**config.mk**
```make
export PLATFORM = sky130hd
export DESIGN_NAME = number_to_english_words_core_flat
export DESIGN_NICKNAME = d
export VERILOG_FILES = /design/src/rtl/core/ntew_pkg.sv /design/src/rtl/core/ntew_if.sv /design/src/rtl/core/ntew_bcd_pipe.sv /design/src/rtl/core/number_to_english_words_core.sv /design/src/flat_wrapper.sv
export VERILOG_INCLUDE_DIRS = /design/src /design/src/rtl/core
export SDC_FILE = /design/constraint.sdc
export NUM_CORES = 2
export LEC_CHECK = 0
export ABC_CLOCK_PERIOD_IN_PS = 18000
export BUFFER_PORTS_ARGS = -buffer_cell sky130_fd_sc_hd__buf_4
export CAP_MARGIN = 10
export CORE_MARGIN = 5
export CORE_UTILIZATION = 35
export DETAILED_ROUTE_END_ITERATION = 10
export MAX_ROUTING_LAYER = met4
export PLACE_DENSITY = 0.58
export SLEW_MARGIN = 20
export SYNTH_ARGS = -nofsm -noshare
export SYNTH_HDL_FRONTEND = slang
export SYNTH_SLANG_ARGS = --single-unit
```
**constraint.sdc**
```tcl
create_clock -name clk -period 18 [get_ports clk]
set_input_delay 0.9 -clock clk [delete_from_list [all_inputs] [get_ports clk]]
set_output_delay 0.9 -clock clk [all_outputs]
set_load 0.01 [all_outputs]
```
**src/rtl/core/number_to_english_words_core_assert.svh**
```systemverilog
// ----------------------------------------------------------------------------
// Assertion macros for the number-to-words core
// Concurrent checks clocked on clk, with and without the reset qualifier.
// ----------------------------------------------------------------------------
`ifndef NUMBER_TO_ENGLISH_WORDS_CORE_ASSERT_SVH
`define NUMBER_TO_ENGLISH_WORDS_CORE_ASSERT_SVH

// Check that is switched off while reset is asserted.
`define NTEW_ASSERT(lbl, prop, msg) \
  lbl: assert property (@(posedge clk) disable iff (!rst_n) prop) else $error(msg);

// Check that also holds across reset, used for reset behaviour itself.
`define NTEW_ASSERT_RST(lbl, prop, msg) \
  lbl: assert property (@(posedge clk) prop) else $error(msg);

`endif

```
**src/rtl/core/ntew_pkg.sv**
```systemverilog
// ----------------------------------------------------------------------------
// ntew_pkg
// Widths, word codes and helper functions shared by the number-to-words core.
// ----------------------------------------------------------------------------
`default_nettype none

package ntew_pkg;

  localparam int VALUE_W             = 40;
  localparam int WORD_W              = 5;
  localparam int NUM_DIGITS          = 12;
  localparam int BCD_W               = 4 * NUM_DIGITS;
  localparam int GROUP_W             = 12;
  localparam int NUM_GROUPS          = 4;
  localparam int SLOTS_PER_GROUP     = 5;
  localparam int NUM_SLOTS           = NUM_GROUPS * SLOTS_PER_GROUP;
  localparam int STEPS_PER_STAGE_DEF = 8;

  localparam logic [VALUE_W-1:0] VALUE_MAX = 40'd999999999999;

  typedef logic [WORD_W-1:0] word_t;
  typedef logic [BCD_W-1:0]  bcd_t;

  localparam word_t W_ZERO      = 5'd0;
  localparam word_t W_TEEN_BASE = 5'd10;
  localparam word_t W_TENS_BASE = 5'd18;
  localparam word_t W_HUNDRED   = 5'd28;
  localparam word_t W_THOUSAND  = 5'd29;
  localparam word_t W_MILLION   = 5'd30;
  localparam word_t W_BILLION   = 5'd31;

  // Position of each word within a group's run of slots.
  localparam int SLOT_HDIGIT  = 0;
  localparam int SLOT_HUNDRED = 1;
  localparam int SLOT_TENS    = 2;
  localparam int SLOT_ONES    = 3;
  localparam int SLOT_SCALE   = 4;

  typedef struct packed {
    logic [NUM_SLOTS-1:0]             mask;
    logic [NUM_SLOTS-1:0][WORD_W-1:0] words;
    logic                             err;
  } plan_t;

  // One shift-and-add-three step of the binary to BCD conversion.
  function automatic bcd_t dabble_step(bcd_t bcd, logic bit_in);
    bcd_t       adj;
    logic [3:0] d;
    for (int i = 0; i < NUM_DIGITS; i++) begin
      d = bcd[4*i +: 4];
      adj[4*i +: 4] = (d >= 4'd5) ? d + 4'd3 : d;
    end
    return {adj[BCD_W-2:0], bit_in};
  endfunction

  function automatic logic bcd_valid(bcd_t bcd);
    logic ok;
    ok = 1'b1;
    for (int i = 0; i < NUM_DIGITS; i++) begin
      if (bcd[4*i +: 4] > 4'd9) begin
        ok = 1'b0;
      end
    end
    return ok;
  endfunction

  function automatic word_t scale_word(int g);
    word_t w;
    case (g)
      0:       w = W_BILLION;
      1:       w = W_MILLION;
      default: w = W_THOUSAND;
    endcase
    return w;
  endfunction

  // Lays out every word the number can produce in fixed slots, most
  // significant group first; the mask marks the slots that are spoken.
  function automatic plan_t make_plan(bcd_t bcd, logic err);
    plan_t      p;
    logic [3:0] h;
    logic [3:0] t;
    logic [3:0] o;
    int         base;
    p.mask  = '0;
    p.words = '0;
    p.err   = err;
    if (err || bcd == '0) begin
      p.mask[0]  = 1'b1;
      p.words[0] = W_ZERO;
    end else begin
      for (int g = 0; g < NUM_GROUPS; g++) begin
        h    = bcd[BCD_W-1-GROUP_W*g -: 4];
        t    = bcd[BCD_W-5-GROUP_W*g -: 4];
        o    = bcd[BCD_W-9-GROUP_W*g -: 4];
        base = g * SLOTS_PER_GROUP;
        if (h != 4'd0) begin
          p.mask[base+SLOT_HDIGIT]   = 1'b1;
          p.words[base+SLOT_HDIGIT]  = {1'b0, h};
          p.mask[base+SLOT_HUNDRED]  = 1'b1;
          p.words[base+SLOT_HUNDRED] = W_HUNDRED;
        end
        if (t >= 4'd2) begin
          p.mask[base+SLOT_TENS]  = 1'b1;
          p.words[base+SLOT_TENS] = W_TENS_BASE + {1'b0, t};
        end else if (t == 4'd1) begin
          p.mask[base+SLOT_TENS]  = 1'b1;
          p.words[base+SLOT_TENS] = W_TEEN_BASE + {1'b0, o};
        end
        if (t != 4'd1 && o != 4'd0) begin
          p.mask[base+SLOT_ONES]  = 1'b1;
          p.words[base+SLOT_ONES] = {1'b0, o};
        end
        if (g < NUM_GROUPS - 1 && (h | t | o) != 4'd0) begin
          p.mask[base+SLOT_SCALE]  = 1'b1;
          p.words[base+SLOT_SCALE] = scale_word(g);
        end
      end
    end
    return p;
  endfunction

endpackage

`default_nettype wire

```
**src/rtl/core/ntew_if.sv**
```systemverilog
// ----------------------------------------------------------------------------
// ntew_if
// Valid/ready channel interfaces for the number input and the word output.
// ----------------------------------------------------------------------------
`default_nettype none

interface ntew_in_if;
  logic                         valid;
  logic                         ready;
  logic [ntew_pkg::VALUE_W-1:0] value;

  modport source (output valid, output value, input ready);
  modport sink   (input valid, input value, output ready);
endinterface

interface ntew_out_if;
  logic            valid;
  logic            ready;
  ntew_pkg::word_t word;
  logic            last;
  logic            error;

  modport source (output valid, output word, output last, output error, input ready);
  modport sink   (input valid, input word, input last, input error, output ready);
endinterface

`default_nettype wire

```
**src/rtl/core/ntew_bcd_pipe.sv**
```systemverilog
// ----------------------------------------------------------------------------
// ntew_bcd_pipe
// Pipelined binary to BCD conversion with range check and stall handling.
// ----------------------------------------------------------------------------
`default_nettype none

module ntew_bcd_pipe #(
  parameter int STEPS_PER_STAGE = ntew_pkg::STEPS_PER_STAGE_DEF
) (
  input  wire logic                         clk,
  input  wire logic                         rst_n,
  input  wire logic                         in_valid,
  output logic                              in_ready,
  input  wire logic [ntew_pkg::VALUE_W-1:0] in_value,
  output logic                              out_valid,
  input  wire logic                         out_ready,
  output ntew_pkg::bcd_t                    out_bcd,
  output logic                              out_err
);
  import ntew_pkg::*;

  localparam int NUM_STAGES = (VALUE_W + STEPS_PER_STAGE - 1) / STEPS_PER_STAGE;
  localparam int PAD_W      = NUM_STAGES * STEPS_PER_STAGE;

  logic [NUM_STAGES:0] vld_r;
  logic [NUM_STAGES:0] err_r;
  logic [NUM_STAGES:0] adv;
  bcd_t                bcd_r [0:NUM_STAGES];
  logic [PAD_W-1:0]    bin_r [0:NUM_STAGES];

  // The binary word is padded with leading zeros, which leave the BCD result
  // unchanged, so that every stage runs the same number of steps.
  function automatic logic [BCD_W+PAD_W-1:0] run_steps(bcd_t b_in, logic [PAD_W-1:0] r_in);
    bcd_t             b;
    logic [PAD_W-1:0] r;
    b = b_in;
    r = r_in;
    for (int s = 0; s < STEPS_PER_STAGE; s++) begin
      b = dabble_step(b, r[PAD_W-1]);
      r = {r[PAD_W-2:0], 1'b0};
    end
    return {b, r};
  endfunction

  // A stage may load when it is empty or its item moves on in this cycle.
  always_comb begin
    adv[NUM_STAGES] = !vld_r[NUM_STAGES] || out_ready;
    for (int k = NUM_STAGES - 1; k >= 0; k--) begin
      adv[k] = !vld_r[k] || adv[k+1];
    end
  end

  always_ff @(posedge clk) begin
    if (!rst_n) begin
      vld_r <= '0;
    end else begin
      if (adv[0]) begin
        vld_r[0] <= in_valid;
      end
      for (int k = 1; k <= NUM_STAGES; k++) begin
        if (adv[k]) begin
          vld_r[k] <= vld_r[k-1];
        end
      end
    end
  end

  always_ff @(posedge clk) begin
    if (adv[0] && in_valid) begin
      bin_r[0] <= PAD_W'(in_value);
      bcd_r[0] <= '0;
      err_r[0] <= in_value > VALUE_MAX;
    end
    for (int k = 1; k <= NUM_STAGES; k++) begin
      if (adv[k] && vld_r[k-1]) begin
        {bcd_r[k], bin_r[k]} <= run_steps(bcd_r[k-1], bin_r[k-1]);
        err_r[k] <= err_r[k-1];
      end
    end
  end

  assign in_ready  = adv[0];
  assign out_valid = vld_r[NUM_STAGES];
  assign out_bcd   = bcd_r[NUM_STAGES];
  assign out_err   = err_r[NUM_STAGES];

`include "number_to_english_words_core_assert.svh"

  `NTEW_ASSERT_RST(a_pipe_reset_empty, !rst_n |=> vld_r == '0, "pipeline not empty after reset")
  `NTEW_ASSERT(a_pipe_digits_ok, out_valid && !out_err |-> bcd_valid(out_bcd), "BCD digit out of range")
  `NTEW_ASSERT(a_pipe_stall_holds, out_valid && !out_ready |=> out_valid && $stable(out_bcd), "stalled conversion lost")

endmodule

`default_nettype wire

```
**src/rtl/core/number_to_english_words_core.sv**
```systemverilog
// ----------------------------------------------------------------------------
// number_to_english_words_core
// Spells an unsigned 40-bit number as a run of English word codes.
// ----------------------------------------------------------------------------
// Usage: numbers arrive on in_ch (valid/ready, one number per transaction).
// Each number produces a run of 1 to 19 word transactions on out_ch, most
// significant group first, with last set on the final word of the run. A
// value above 999999999999 gives a single word 0 with error and last set;
// zero gives the single word 0.
// Structure: with the default of 8 conversion steps per stage, the binary to
// BCD converter has ceil(40 / steps) stages plus an input register; a
// word-plan register and the output register follow it.
// Throughput: one word per cycle on out_ch while out_ch.ready is high; the
// word sequencer takes the next number as it issues the last word of the
// current one, so single-word numbers can be accepted every cycle.
// Reset clears every valid bit; the block then accepts a number at once.
// When out_ch stalls, the output register, word plan and converter stages
// hold their contents and in_ch.ready falls once all of them are full.
// ----------------------------------------------------------------------------
`default_nettype none

module number_to_english_words_core #(
  parameter int STEPS_PER_STAGE = ntew_pkg::STEPS_PER_STAGE_DEF
) (
  input  wire logic  clk,
  input  wire logic  rst_n,
  ntew_in_if.sink    in_ch,
  ntew_out_if.source out_ch
);
  import ntew_pkg::*;

  logic  pipe_valid;
  logic  pipe_ready;
  bcd_t  pipe_bcd;
  logic  pipe_err;
  logic  in_ready;
  plan_t new_plan;

  logic [NUM_SLOTS-1:0]             plan_mask_r;
  logic [NUM_SLOTS-1:0]             plan_mask_nxt;
  logic [NUM_SLOTS-1:0][WORD_W-1:0] plan_words_r;
  logic                             plan_err_r;
  logic [NUM_SLOTS-1:0]             pick_oh;
  word_t                            pick_word;
  logic                             pick_last;
  logic                             plan_busy;
  logic                             plan_load;
  logic                             out_load;
  logic                             emit;

  logic  out_valid_r;
  logic  out_valid_nxt;
  word_t out_word_r;
  logic  out_last_r;
  logic  out_error_r;

  ntew_bcd_pipe #(
    .STEPS_PER_STAGE (STEPS_PER_STAGE)
  ) u_bcd_pipe (
    .clk       (clk),
    .rst_n     (rst_n),
    .in_valid  (in_ch.valid),
    .in_ready  (in_ready),
    .in_value  (in_ch.value),
    .out_valid (pipe_valid),
    .out_ready (pipe_ready),
    .out_bcd   (pipe_bcd),
    .out_err   (pipe_err)
  );

  assign in_ch.ready = in_ready;
  assign new_plan    = make_plan(pipe_bcd, pipe_err);

  // The lowest pending slot is the next word; it is the last one when no
  // other slot remains.
  always_comb begin
    pick_oh   = plan_mask_r & (~plan_mask_r + NUM_SLOTS'(1));
    pick_last = (plan_mask_r & ~pick_oh) == '0;
    pick_word = '0;
    for (int i = 0; i < NUM_SLOTS; i++) begin
      pick_word = pick_word | (plan_words_r[i] & {WORD_W{pick_oh[i]}});
    end
  end

  assign plan_busy  = plan_mask_r != '0;
  assign out_load   = !out_valid_r || out_ch.ready;
  assign emit       = out_load && plan_busy;
  assign pipe_ready = !plan_busy || (emit && pick_last);
  assign plan_load  = pipe_ready && pipe_valid;

  always_comb begin
    plan_mask_nxt = plan_mask_r;
    if (plan_load) begin
      plan_mask_nxt = new_plan.mask;
    end else if (emit) begin
      plan_mask_nxt = plan_mask_r & ~pick_oh;
    end
    out_valid_nxt = out_load ? emit : out_valid_r;
  end

  always_ff @(posedge clk) begin
    if (!rst_n) begin
      plan_mask_r <= '0;
      out_valid_r <= 1'b0;
    end else begin
      plan_mask_r <= plan_mask_nxt;
      out_valid_r <= out_valid_nxt;
    end
  end

  always_ff @(posedge clk) begin
    if (plan_load) begin
      plan_words_r <= new_plan.words;
      plan_err_r   <= new_plan.err;
    end
    if (emit) begin
      out_word_r  <= pick_word;
      out_last_r  <= pick_last;
      out_error_r <= plan_err_r;
    end
  end

  assign out_ch.valid = out_valid_r;
  assign out_ch.word  = out_word_r;
  assign out_ch.last  = out_last_r;
  assign out_ch.error = out_error_r;

`include "number_to_english_words_core_assert.svh"

  `NTEW_ASSERT_RST(a_out_reset_idle, !rst_n |=> !out_valid_r, "output valid after reset")
  `NTEW_ASSERT(a_error_single_zero,
    out_valid_r && out_error_r |-> out_word_r == W_ZERO && out_last_r,
    "error word malformed")
  `NTEW_ASSERT(a_plan_max_words, $countones(plan_mask_r) <= NUM_SLOTS - 1,
    "plan holds too many words")
  `NTEW_ASSERT(a_plan_holds_in_stall, plan_busy && !emit |=> $stable(plan_mask_r),
    "pending words changed while stalled")

endmodule

`default_nettype wire
```
**src/flat_wrapper.sv**
```systemverilog
// flat-port wrapper written by rule: the top's interface ports become plain ports
module number_to_english_words_core_flat import ntew_pkg::*;
#(
  parameter int STEPS_PER_STAGE = ntew_pkg::STEPS_PER_STAGE_DEF
)
  (clk, rst_n, in_ch_valid, in_ch_value, in_ch_ready, out_ch_valid, out_ch_word, out_ch_last, out_ch_error, out_ch_ready);
  ntew_in_if in_ch_i ();
  ntew_out_if out_ch_i ();
  input  wire logic clk;
  input  wire logic rst_n;
  input wire logic [$bits(in_ch_i.valid)-1:0] in_ch_valid;
  input wire logic [$bits(in_ch_i.value)-1:0] in_ch_value;
  output wire logic [$bits(in_ch_i.ready)-1:0] in_ch_ready;
  output wire logic [$bits(out_ch_i.valid)-1:0] out_ch_valid;
  output wire logic [$bits(out_ch_i.word)-1:0] out_ch_word;
  output wire logic [$bits(out_ch_i.last)-1:0] out_ch_last;
  output wire logic [$bits(out_ch_i.error)-1:0] out_ch_error;
  input wire logic [$bits(out_ch_i.ready)-1:0] out_ch_ready;
  assign in_ch_i.valid = in_ch_valid;
  assign in_ch_i.value = in_ch_value;
  assign in_ch_ready = in_ch_i.ready;
  assign out_ch_valid = out_ch_i.valid;
  assign out_ch_word = out_ch_i.word;
  assign out_ch_last = out_ch_i.last;
  assign out_ch_error = out_ch_i.error;
  assign out_ch_i.ready = out_ch_ready;
  number_to_english_words_core #(.STEPS_PER_STAGE(STEPS_PER_STAGE)) u_core (.clk(clk), .rst_n(rst_n), .in_ch(in_ch_i), .out_ch(out_ch_i));
endmodule
```
==> results.ini <==
[yosys]
synth.ff_latch_count = 372
ys.flop_type = edfxtp_1
netlist_top_cells_area = edfxtp_1 23%, ha_1 6.6%, o21ai_0 4.3%
yosysMostFrequentCell = nor2_1
synth_edf_count = 345
ys_warn_count = 0
synth_cell_type_count = 138
synth_top_area_share_pct = 23.4
synthTopCellsByCount = 446 x nor2_1, 440 x nand2_1, 380 x o21ai_0, 350 x a21oi_1, 345 x edfxtp_1
syn-num-nets = 5755
async_reset_ff_share_pct = 0
synth_cells = 5479
yosysSeqAreaShare_pct = 24.7
avgSynthCellArea_um2 = 8.07
syn-cell-area_um2 = 44200
synth_area_leader_cell = edfxtp_1

[min_path]
worstHoldEndpoint = u_core.u_bcd_pipe.bin_r[109]
hp-class = flip-flop to flip-flop
holdCritStartpoint = u_core.u_bcd_pipe.bin_r[141]
hold_depth = 0

[route]
drtIter0Drc = 2434
vias = 40221
via_per_inst = 5.63
drc = 0
firstDrtPassIters = 5
finalWirelength_mm = 96.2
final_antenna_net_count = 0
wl_per_cell_um = 13.5

[worst_setup_path]
regToRegEndpoint = u_core.u_bcd_pipe.bcd_r[63]
rr_worst_depth = 28
required_ns = 18.34
start_kind = flip-flop
crit_fanout = 17
regToRegSetupSlack_ns = 10.30
cp.arrival_ns = 8.05
critPathCaptureType = flip-flop
r2r_start = u_core.u_bcd_pipe.bcd_r[96]
path_class = flip-flop to flip-flop
critPathMaxStageDelay_ns = 0.64
slowest_stage = o211ai_1

[cts]
cts_tree = yes
clockBufferDepth = 3
clk_pin_slew_ns = 0.06
postCtsSetupBuffers = 0
cts.sinks = 372
h-tree-depth = 2
ctsResizeCount = 0
insertion_delay_ns = 0.61
cts_root_buffer = clkbuf_16
cts_buffers = 46
cts_hold_buf = 0

[floorplanning]
die_width_um = 365
start_util_pct = 35.2
die_h_um = 365
dieArea_um2 = 134000
io_pins = 53
coreArea_um2 = 126000
rows = 130

[sta]
skew_ns = 0.0243
hold_ws_ns = 0.414
max_slew_margin_pct = 32.4
rsz0062_at_grt = false
setup_viol = 0
fmax_ghz = 0.130
setup_tns_ns = 0
period_needed_ns = 7.70
layout_setup_ws_ns = 10.30
timing.final.crit_share_pct = 42.8
slew_violations = 0
worst_pin_slew_ns = 1.01
finalHoldViolCount = 0

[global_routing]
globalRouteTotalUtil_pct = 14.2
grt_pass1_wl_mm = 166
grt_max_degree = 66
overflow = 0
grt_pass1_vias = 36221
antenna_found_initial = 0

[final_layout]
fin_area_um2 = 47900
num_antenna_cells = 0
fin_nets = 5731
layout-area-overhead-vs-synth_pct = 8.34
drive_above_1_share_pct = 8.91

[run]
maxCapViolCount = 0

[placement]
place_area_um2 = 46300
gp_congestion = 0.832
io_buffers = 52
pre_cts_slack_ns = 10.37
dp_hpwl_mm = 73.0

[outcome]
status = completed

-- state kept, by name, indices dropped and copies added, names as in the netlist --
name / cells
u_core.u_bcd_pipe.vld_r: 6
u_core.u_bcd_pipe.bin_r: 120
u_core.out_ch.last: 1
u_core.plan_err_r: 1
u_core.out_ch.error: 1
u_core.u_bcd_pipe.bcd_r: 104
u_core.plan_mask_r: 20
u_core.out_ch.valid: 1
u_core.u_bcd_pipe.err_r: 6
u_core.plan_words_r: 59
u_core.out_ch.word: 5
u_core.u_bcd_pipe.out_bcd: 48
-- metrics by stage --
step / std cells / utilization [%]
after detailed placement: 7057 / 36.9
after global placement: 7057 / 36.9
final: 7141 / 38.2
after floorplan: 5479 / -
after CTS: 7141 / 38.1
after global routing: 7141 / 38.2
-- cells in the final DEF, fill, tap and decap left out, types with 42 or more instances in the layout --
| master | count |
|---|---|
| a21boi_0 | 46 |
| clkbuf_16 | 46 |
| mux2i_1 | 174 |
| nor2_1 | 446 |
| ha_1 | 232 |
| a21o_1 | 81 |
| a22oi_1 | 50 |
| or2_2 | 74 |
| a211o_1 | 57 |
| a31oi_1 | 58 |
| a211oi_1 | 133 |
| o21ai_0 | 380 |
| buf_4 | 80 |
| nor3_1 | 143 |
| o21ai_1 | 46 |
| o22ai_1 | 69 |
| a21oi_1 | 350 |
| and3_1 | 60 |
| nand2b_1 | 125 |
| xor2_1 | 42 |
| o211ai_1 | 93 |
| xnor2_1 | 95 |
| mux2_2 | 93 |
| or3_1 | 80 |
| nor2b_1 | 85 |
| inv_1 | 335 |
| o21a_1 | 73 |
| nand2_1 | 440 |
| edfxtp_1 | 345 |
| and2_1 | 100 |
| nand3_1 | 166 |
-- critical path: cells and delay by family, from the launching register on --
kind	cells	cell delay (ns)
AOI/OAI and AO/OA	10	2.95
xor gates and xnor gates	1	0.32
adders and majority gates	4	1.08
buffers and inverters	4	0.46
DFF	1	0.60
muxes	2	0.39
and+or+nand+nor	7	1.66
-- final cells by class --
type | instances | area, um2
Fill cell | 12777 | 77700
Multi-Input combinational cell | 4611 | 31500
Sequential cell | 372 | 10900
Tap cell | 1650 | 2060
Inverter | 344 | 1290
Clock buffer | 52 | 1170
Timing Repair Buffer | 80 | 601
Clock inverter | 32 | 380
-- logic make-up after synthesis --
kind of cell | share of synthesized area (%)
AOI/OAI and AO/OA | 32.6
xor gates and xnor gates | 3.18
adders and majority gates | 6.97
buffers and inverters | 4.30
DFF | 24.7
muxes | 6.73
and+or+nand+nor | 21.6
-- routing by layer --
layer / GRT usage, % / share of wire (%)
met1: 19.2 / 50
met2: 23.4 / 46
met3: 1.63 / 2.9
met4: 2.29 / 1.2
met5: - / 0
-- worst max path at each step --
stage                                                to                   startpoint  cells past startpoint
after floorplan             u_core.u_bcd_pipe.bcd_r[48]        u_core.plan_mask_r[1]                     17
after global placement      u_core.u_bcd_pipe.bcd_r[63]  u_core.u_bcd_pipe.bcd_r[96]                     28
after detailed placement    u_core.u_bcd_pipe.bcd_r[63]  u_core.u_bcd_pipe.bcd_r[96]                     28
after CTS                 u_core.u_bcd_pipe.out_bcd[46]  u_core.u_bcd_pipe.bcd_r[84]                     36
after global routing      u_core.u_bcd_pipe.out_bcd[46]  u_core.u_bcd_pipe.bcd_r[84]                     36
final                       u_core.u_bcd_pipe.bcd_r[63]  u_core.u_bcd_pipe.bcd_r[96]                     28
Power is left out: the tool's default activity adds up to more than one toggle a clock period on the data nets, which glitch-free logic cannot reach.
